**src/rtl/rslp_pkg.sv**
```systemverilog
// Package for the radix-suffix literal parser: payload structs, parse state
// types, character codes and format codes. No dependencies.

package rslp_pkg;

    localparam int unsigned DecW = 17;
    localparam int unsigned ValW = 16;
    localparam int unsigned ProdW = 20;

    localparam logic [DecW-1:0] DEC_SAT  = 17'd65537;
    localparam logic [DecW-1:0] NEG_BASE = 17'd65536;
    localparam logic [DecW-1:0] VAL_MAX  = 17'd65535;

    localparam logic [7:0] CH_MINUS  = 8'h2D;
    localparam logic [7:0] CH_ZERO   = 8'h30;
    localparam logic [7:0] CH_ONE    = 8'h31;
    localparam logic [7:0] CH_NINE   = 8'h39;
    localparam logic [7:0] CH_UPPER_A = 8'h41;
    localparam logic [7:0] CH_UPPER_B = 8'h42;
    localparam logic [7:0] CH_UPPER_F = 8'h46;
    localparam logic [7:0] CH_UPPER_H = 8'h48;
    localparam logic [7:0] CH_LOWER_A = 8'h61;
    localparam logic [7:0] CH_LOWER_B = 8'h62;
    localparam logic [7:0] CH_LOWER_F = 8'h66;
    localparam logic [7:0] CH_LOWER_H = 8'h68;

    localparam logic [1:0] FMT_DEC  = 2'd0;
    localparam logic [1:0] FMT_HEX  = 2'd1;
    localparam logic [1:0] FMT_BIN  = 2'd2;
    localparam logic [1:0] FMT_NONE = 2'd3;

    localparam logic [ValW-1:0] MAX_RESET = 16'hFFFF;

    typedef struct packed {
        logic [7:0] char_code;
        logic       is_final;
    } req_t;

    typedef struct packed {
        logic            ok;
        logic [ValW-1:0] value;
        logic [1:0]      format;
    } rsp_t;

    // decimal reading, updated with every character including the final one
    typedef struct packed {
        logic [DecW-1:0] accum;
        logic            still_ok;
        logic            minus_seen;
        logic            digit_seen;
    } dec_state_t;

    typedef struct packed {
        dec_state_t      dec;
        logic [ValW-1:0] hex_accum;
        logic [ValW-1:0] bin_accum;
        logic            hex_overflow;
        logic            bin_overflow;
        logic            hex_still_ok;
        logic            bin_still_ok;
        logic            chars_seen;
    } parse_state_t;

endpackage

```
**src/rtl/rslp_state.sv**
```systemverilog
// Running parse state of the literal parser: decimal, hex and binary
// readings advanced one character per transaction. Depends on rslp_pkg.

module rslp_state
(
    input  logic                  clk,
    input  logic                  rst_n,
    input  logic                  step,
    input  rslp_pkg::req_t        item,
    output rslp_pkg::parse_state_t cur,
    output rslp_pkg::dec_state_t  dec_upd
);

    rslp_pkg::parse_state_t state_reg;
    rslp_pkg::parse_state_t state_next;

    logic [7:0]                 c;
    logic                       is_dec;
    logic                       is_hex;
    logic [3:0]                 hex_val;
    logic [3:0]                 dec_val;
    logic [rslp_pkg::ProdW-1:0] prod;

    assign c   = item.char_code;
    assign cur = state_reg;

    always_comb
    begin
        is_dec  = (c >= rslp_pkg::CH_ZERO) && (c <= rslp_pkg::CH_NINE);
        dec_val = 4'(c - rslp_pkg::CH_ZERO);
        is_hex  = 1'b1;
        hex_val = dec_val;
        if (is_dec)
        begin
            hex_val = dec_val;
        end
        else if ((c >= rslp_pkg::CH_UPPER_A) && (c <= rslp_pkg::CH_UPPER_F))
        begin
            hex_val = 4'(c - rslp_pkg::CH_UPPER_A + 8'd10);
        end
        else if ((c >= rslp_pkg::CH_LOWER_A) && (c <= rslp_pkg::CH_LOWER_F))
        begin
            hex_val = 4'(c - rslp_pkg::CH_LOWER_A + 8'd10);
        end
        else
        begin
            is_hex = 1'b0;
        end

        prod = ({3'b000, state_reg.dec.accum} << 3) + ({3'b000, state_reg.dec.accum} << 1)
             + {16'd0, dec_val};

        dec_upd = state_reg.dec;
        if (!state_reg.chars_seen && (c == rslp_pkg::CH_MINUS))
        begin
            dec_upd.minus_seen = 1'b1;
        end
        else if (is_dec)
        begin
            dec_upd.digit_seen = 1'b1;
            // saturate so the magnitude never grows past the invalid mark
            if (prod > {3'b000, rslp_pkg::DEC_SAT})
            begin
                dec_upd.accum = rslp_pkg::DEC_SAT;
            end
            else
            begin
                dec_upd.accum = prod[rslp_pkg::DecW-1:0];
            end
        end
        else
        begin
            dec_upd.still_ok = 1'b0;
        end

        state_next = state_reg;
        if (item.is_final)
        begin
            state_next = '0;
            state_next.dec.still_ok = 1'b1;
            state_next.hex_still_ok = 1'b1;
            state_next.bin_still_ok = 1'b1;
        end
        else
        begin
            state_next.dec = dec_upd;
            if (is_hex)
            begin
                if (state_reg.hex_accum[15:12] != 4'd0)
                begin
                    state_next.hex_overflow = 1'b1;
                end
                state_next.hex_accum = {state_reg.hex_accum[11:0], hex_val};
            end
            else
            begin
                state_next.hex_still_ok = 1'b0;
            end
            if ((c == rslp_pkg::CH_ZERO) || (c == rslp_pkg::CH_ONE))
            begin
                if (state_reg.bin_accum[15])
                begin
                    state_next.bin_overflow = 1'b1;
                end
                state_next.bin_accum = {state_reg.bin_accum[14:0], c[0]};
            end
            else
            begin
                state_next.bin_still_ok = 1'b0;
            end
            state_next.chars_seen = 1'b1;
        end
    end

    always_ff @(posedge clk or negedge rst_n)
    begin
        if (!rst_n)
        begin
            state_reg              <= '0;
            state_reg.dec.still_ok <= 1'b1;
            state_reg.hex_still_ok <= 1'b1;
            state_reg.bin_still_ok <= 1'b1;
        end
        else if (step)
        begin
            state_reg <= state_next;
        end
    end

endmodule

```
**src/rtl/rslp_resolve.sv**
```systemverilog
// Final-character decision of the literal parser: picks decimal, hex, binary or
// none and checks the value against the max register. Depends on rslp_pkg.

module rslp_resolve
(
    input  rslp_pkg::parse_state_t        cur,
    input  rslp_pkg::dec_state_t          dec_upd,
    input  logic [7:0]                    char_code,
    input  logic [rslp_pkg::ValW-1:0]     max_value,
    output rslp_pkg::rsp_t                result
);

    logic                        good;
    logic [rslp_pkg::ValW-1:0]   v;
    logic [1:0]                  fmt;
    logic [rslp_pkg::DecW-1:0]   neg_val;
    logic                        is_h;
    logic                        is_b;

    assign neg_val = rslp_pkg::NEG_BASE - dec_upd.accum;
    assign is_h = (char_code == rslp_pkg::CH_UPPER_H) || (char_code == rslp_pkg::CH_LOWER_H);
    assign is_b = (char_code == rslp_pkg::CH_UPPER_B) || (char_code == rslp_pkg::CH_LOWER_B);

    always_comb
    begin
        good = 1'b0;
        v    = '0;
        fmt  = rslp_pkg::FMT_NONE;
        if (dec_upd.still_ok && dec_upd.digit_seen)
        begin
            fmt = rslp_pkg::FMT_DEC;
            if (dec_upd.minus_seen && (dec_upd.accum != '0))
            begin
                good = (dec_upd.accum <= rslp_pkg::NEG_BASE);
                v    = neg_val[rslp_pkg::ValW-1:0];
            end
            else
            begin
                good = (dec_upd.accum <= rslp_pkg::VAL_MAX);
                v    = dec_upd.accum[rslp_pkg::ValW-1:0];
            end
        end
        else if (is_h && cur.chars_seen && cur.hex_still_ok)
        begin
            fmt  = rslp_pkg::FMT_HEX;
            good = !cur.hex_overflow;
            v    = cur.hex_accum;
        end
        else if (is_b && cur.chars_seen && cur.bin_still_ok)
        begin
            fmt  = rslp_pkg::FMT_BIN;
            good = !cur.bin_overflow;
            v    = cur.bin_accum;
        end

        result.ok     = good && (v <= max_value);
        result.value  = result.ok ? v : '0;
        result.format = fmt;
    end

endmodule

```
**src/rtl/radix_suffix_literal_parser.sv**
```systemverilog
// Top level of the radix-suffix literal parser: input register, parse state,
// final decision and result register. Depends on rslp_pkg, rslp_state, rslp_resolve.
//
//   channel  | handshake             | payload
//   ---------+-----------------------+------------------------------
//   req      | req_valid / req_ready | req_data  (char_code, is_final)
//   rsp      | rsp_valid / rsp_ready | rsp_data  (ok, value, format)
//   cfg      | cfg_we                | cfg_wdata (max_value)
//
// One character per cycle while no final character is held; a final character's
// result passes through the input register and then the result register.
// Reset clears the parse state, empties both registers and sets max_value
// to 65535. A non-final character never waits on the rsp side; a final
// character holds in the input register only while an earlier result is unread.

module radix_suffix_literal_parser
(
    input  logic                          clk,
    input  logic                          rst_n,
    input  logic                          req_valid,
    output logic                          req_ready,
    input  rslp_pkg::req_t                req_data,
    output logic                          rsp_valid,
    input  logic                          rsp_ready,
    output rslp_pkg::rsp_t                rsp_data,
    input  logic                          cfg_we,
    input  logic [rslp_pkg::ValW-1:0]     cfg_wdata
);

    logic                        s1_valid_reg;
    rslp_pkg::req_t              s1_item_reg;
    logic                        rsp_valid_reg;
    rslp_pkg::rsp_t              rsp_data_reg;
    logic [rslp_pkg::ValW-1:0]   max_reg;

    logic                        advance;
    rslp_pkg::parse_state_t      cur;
    rslp_pkg::dec_state_t        dec_upd;
    rslp_pkg::rsp_t              result;

    assign advance   = s1_valid_reg
                     && (!s1_item_reg.is_final || !rsp_valid_reg || rsp_ready);
    assign req_ready = !s1_valid_reg || advance;
    assign rsp_valid = rsp_valid_reg;
    assign rsp_data  = rsp_data_reg;

    rslp_state u_state
    (
        .clk     (clk),
        .rst_n   (rst_n),
        .step    (advance),
        .item    (s1_item_reg),
        .cur     (cur),
        .dec_upd (dec_upd)
    );

    rslp_resolve u_resolve
    (
        .cur       (cur),
        .dec_upd   (dec_upd),
        .char_code (s1_item_reg.char_code),
        .max_value (max_reg),
        .result    (result)
    );

    always_ff @(posedge clk or negedge rst_n)
    begin
        if (!rst_n)
        begin
            s1_valid_reg <= 1'b0;
        end
        else if (req_ready)
        begin
            s1_valid_reg <= req_valid;
        end
    end

    always_ff @(posedge clk)
    begin
        if (req_ready && req_valid)
        begin
            s1_item_reg <= req_data;
        end
    end

    // hold the result until the rsp transaction completes
    always_ff @(posedge clk or negedge rst_n)
    begin
        if (!rst_n)
        begin
            rsp_valid_reg <= 1'b0;
        end
        else if (advance && s1_item_reg.is_final)
        begin
            rsp_valid_reg <= 1'b1;
        end
        else if (rsp_ready)
        begin
            rsp_valid_reg <= 1'b0;
        end
    end

    always_ff @(posedge clk)
    begin
        if (advance && s1_item_reg.is_final)
        begin
            rsp_data_reg <= result;
        end
    end

    always_ff @(posedge clk or negedge rst_n)
    begin
        if (!rst_n)
        begin
            max_reg <= rslp_pkg::MAX_RESET;
        end
        else if (cfg_we)
        begin
            max_reg <= cfg_wdata;
        end
    end

endmodule

```
**config.mk**
```make
export PLATFORM = sky130hd
export DESIGN_NAME = radix_suffix_literal_parser
export DESIGN_NICKNAME = d
export VERILOG_FILES = /design/src/rtl/rslp_pkg.sv /design/src/rtl/rslp_state.sv /design/src/rtl/rslp_resolve.sv /design/src/rtl/radix_suffix_literal_parser.sv
export SDC_FILE = /design/constraint.sdc
export NUM_CORES = 1
export LEC_CHECK = 0
export BUFFER_PORTS_ARGS = -buffer_cell sky130_fd_sc_hd__buf_2
export CAP_MARGIN = 20
export CORE_ASPECT_RATIO = 0.6
export CORE_MARGIN = 8
export CORE_UTILIZATION = 51
export CTS_CLUSTER_SIZE = 10
export DETAILED_ROUTE_END_ITERATION = 16
export PLACE_DENSITY = 0.8
export SYNTH_ARGS = -nofsm -noshare
export SYNTH_HDL_FRONTEND = slang
export SYNTH_SLANG_ARGS = --single-unit
```
**constraint.sdc**
```tcl
create_clock -name clk -period 7.9 [get_ports clk]
set_clock_uncertainty 0.15 [all_clocks]
set_input_delay 0.395 -clock clk [delete_from_list [all_inputs] [get_ports clk]]
set_output_delay 0.395 -clock clk [all_outputs]
set_load 0.01 [all_outputs]
```
==> flow_summary.json <==
{
  "outcome": "finished, final reports clean",
  "core-area_mm2": 0.01293,
  "syn2layout_area_growth_pct": 16.19,
  "vdd_drop_max_mv": 0.1094,
  "r2r_cells": 33,
  "cp_data_arrival_time_ns": 7.79,
  "portBuffers": 50,
  "min_from": "req_data[6]",
  "synth_top_family_by_area": "compound AO/OA/AOI/OAI gates",
  "critPathTopFamily": "compound AO/OA/AOI/OAI gates",
  "antenna_found_initial": 0,
  "fin_cells": 961,
  "ys_ff_latch": 103,
  "fin_ws_ns": 0.1660,
  "ios": 51,
  "clk_pin_slew_ns": 0.08,
  "gr-total-overflow": 0,
  "synth_compound_area_frac": 0.2368,
  "hp-class": "primary input to flip-flop",
  "p_leak_nw": 3.554,
  "diodes": 0,
  "synth_nets": 813,
  "fmax_ghz": 0.1293,
  "fin_nets": 874,
  "ant_nets": 0,
  "synth_edf_count": 28,
  "grt_pass1_wl_mm": 32.52,
  "cts_sinks": 103,
  "finalCritPeriodShare": 0.9790,
  "drive_above_1_share": 0.2111,
  "dieArea_mm2": 0.01744,
  "largest_register_ffs": 57,
  "die_h_um": 105.5,
  "synth_area_per_cell_um2": 9.400,
  "ctsHtreeMaxLevel": 3,
  "synth-simple-area-share": 0.1707,
  "die_w_um": 165.2,
  "ys_types": 79,
  "synth_mux_area_frac": 0.004773,
  "synth_xor_area_frac": 0.03084,
  "final_cell_area_mm2": 0.007919,
  "cp-end-kind": "flip-flop",
  "start_util": 0.5270,
  "ys.flop_type": "dfrtp_1",
  "gp_congestion": 0.9553,
  "cts_max_path_buffers": 2,
  "crit_path_top_delay_cell": "fa_1",
  "power_density_mw_per_mm2": 156.0,
  "regToRegSetupSlack_ns": 0.17,
  "syn_area_mm2": 0.006815,
  "total_power_mw": 1.236,
  "cts-hold-fix-buffers": 0,
  "crit_cells": 33,
  "totalWireLength_mm": 20.72,
  "drv_cap": 0,
  "dp_hpwl_mm": 15.15,
  "cts_buffers": 9,
  "dp_slack_ns": -0.1872,
  "grt_max_degree": 76,
  "core.rowCount": 32,
  "crit_type": "flip-flop to flip-flop",
  "dpl_cell_area_mm2": 0.007286,
  "root_buffer": "clkbuf_16",
  "r2r-end": "rsp_data[15]$_SDFFCE_PN0P_",
  "synthArstFlopShare": 0.7282,
  "slowest_delay_ns": 0.52,
  "synth_seq_area_share": 0.4022,
  "whs_ns": 0.06073,
  "drt-pass1-iter-count": 6,
  "grtUsageTotal": 0.2348,
  "min_to": "s1_item_reg[6]$_DFFE_PP_",
  "rsz0062_at_grt": "true",
  "max_slew_margin": 0.3260,
  "hold_viol_final": 0,
  "tightest_slew_ns": 1.007,
  "slew_viol_final": 0,
  "r2r-start": "u_state.cur[40]$_DFFE_PN0P_",
  "postSynthCellCount": 725,
  "drc_errors": 0,
  "crit_required_ns": 7.96,
  "worstPathMaxFanout": 4,
  "cp_num_buf_inv": 4,
  "routedWlPerCell_um": 21.57,
  "synth_fa_ha_area_frac": 0.1087,
  "viasPerCell": 6.473,
  "synth_warnings": 0,
  "placed_cells": 926,
  "cts_tree": "done",
  "clk-insertion-delay-late_ns": 0.35,
  "setup_violations": 0,
  "via_count": 6221,
  "drt_iter0_drc": 829,
  "whs_path_depth": 1,
  "period_needed_ns": 7.734,
  "grt_pass1_vias": 6091,
  "worstSetupStartpointType": "flip-flop"
}
## Yosys cell counts (13+ instances only)
master / number / area [um2]
a21oi_1: 32 / 160.2
a22o_1: 35 / 306.5
a22oi_1: 13 / 97.59
a31oi_1: 17 / 106.4
clkbuf_1: 30 / 112.6
dfrtp_1: 56 / 1401
dfstp_2: 19 / 499.2
edfxtp_1: 28 / 840.8
ha_1: 56 / 700.7
inv_1: 38 / 142.6
nand2_1: 71 / 266.5
nand3_1: 16 / 80.08
nor2_1: 46 / 172.7
o21ai_0: 59 / 295.3
xnor2_1: 14 / 122.6
## per-layer routing
| layer | up-vias | wire, um | track usage |
|---|---|---|---|
| met1 | 2994 | 9290 | 0.3389 |
| li1 | 2839 | - | - |
| met3 | 34 | 2539 | 0.08508 |
| met4 | 0 | 250 | 0.05250 |
| met2 | 354 | 8643 | 0.3276 |
| met5 | - | 0 | 0 |
## final cells by class
cell class,count,area (um2)
Fill cell,1080,5014
Multi-Input combinational cell,545,3951
Sequential cell,103,2741
Timing Repair Buffer,87,543.0
Clock buffer,10,250.2
Tap cell,170,212.7
Inverter,40,150.1
Clock inverter,6,70.07
## layout by cell type (no fill, tap or decap), drive strengths merged, types with 5 or more instances in the layout
cell    count
buf        87
nand2      71
o21ai      64
dfrtp      56
ha         56
nor2       46
inv        42
a22o       35
a21oi      33
edfxtp     28
dfstp      19
a31oi      17
nand3      16
xnor2      14
a22oi      13
or3        12
nor3       10
xor2       10
clkbuf     10
and2       10
nor2b       9
o21a        8
nand4       8
nor4        8
o211ai      8
a211oi      7
a21o        6
or4         6
nand2b      5
a32oi       5
a222oi      5
or2         5
## report_power, final
part           switching (mW)  internal, mW  leakage [nW]  total (mW)
sequential             0.0134         0.576          1.24       0.589
combinational           0.107        0.0687          2.16       0.175
clock                   0.227         0.244         0.158       0.471
## cells by family (layout without fill, tap and decap cells)
family                     count (synthesis)  in the layout
buffers and inverters                     79            143
and+or+nand+nor                          227            227
muxes                                      3              3
adders and majority gates                 58             58
xor gates and xnor gates                  24             24
AOI/OAI and AO/OA                        231            233
DFF                                      103            103
## timing repair
action                                  in CTS  in global routing
endpoints found under the setup margin      17                 17
gates resized for setup                      2                 35
cloned                                       2                  0
buffers inserted                             3                 10
pin swaps                                    6                 13
## worst reg2reg max path, delay by kind of cell, from the launching register on
kind / cells / cell delay [ns]
flops: 1 / 0.39
simple gates: 10 / 2.02
buf+inv: 4 / 0.41
fa+ha+maj: 4 / 1.33
compound gates: 15 / 3.33
## metrics by stage
step                utilization  setup TNS [ns]
detailed placement       0.5634          -1.668
finish                   0.6123               0
floorplan                     -               0
CTS                      0.5931               0
global placement         0.5634               0
global route             0.6123          -1.063
## worst max path at each step
stage,from,to,slack (ns)
floorplan,s1_item_reg[4]$_DFFE_PP_,rsp_data[9]$_SDFFCE_PN0P_,0.05
global placement,u_state.cur[40]$_DFFE_PN0P_,rsp_data[13]$_SDFFCE_PN0P_,0.13
detailed placement,s1_item_reg[4]$_DFFE_PP_,rsp_data[9]$_SDFFCE_PN0P_,-0.19
CTS,u_state.cur[40]$_DFFE_PN0P_,rsp_data[17]$_SDFFCE_PN0P_,0.0001
global route,s1_item_reg[4]$_DFFE_PP_,rsp_data[15]$_SDFFCE_PN0P_,-0.09
finish,u_state.cur[40]$_DFFE_PN0P_,rsp_data[15]$_SDFFCE_PN0P_,0.17
No activity file was read; power rests on OpenSTA's default activity.
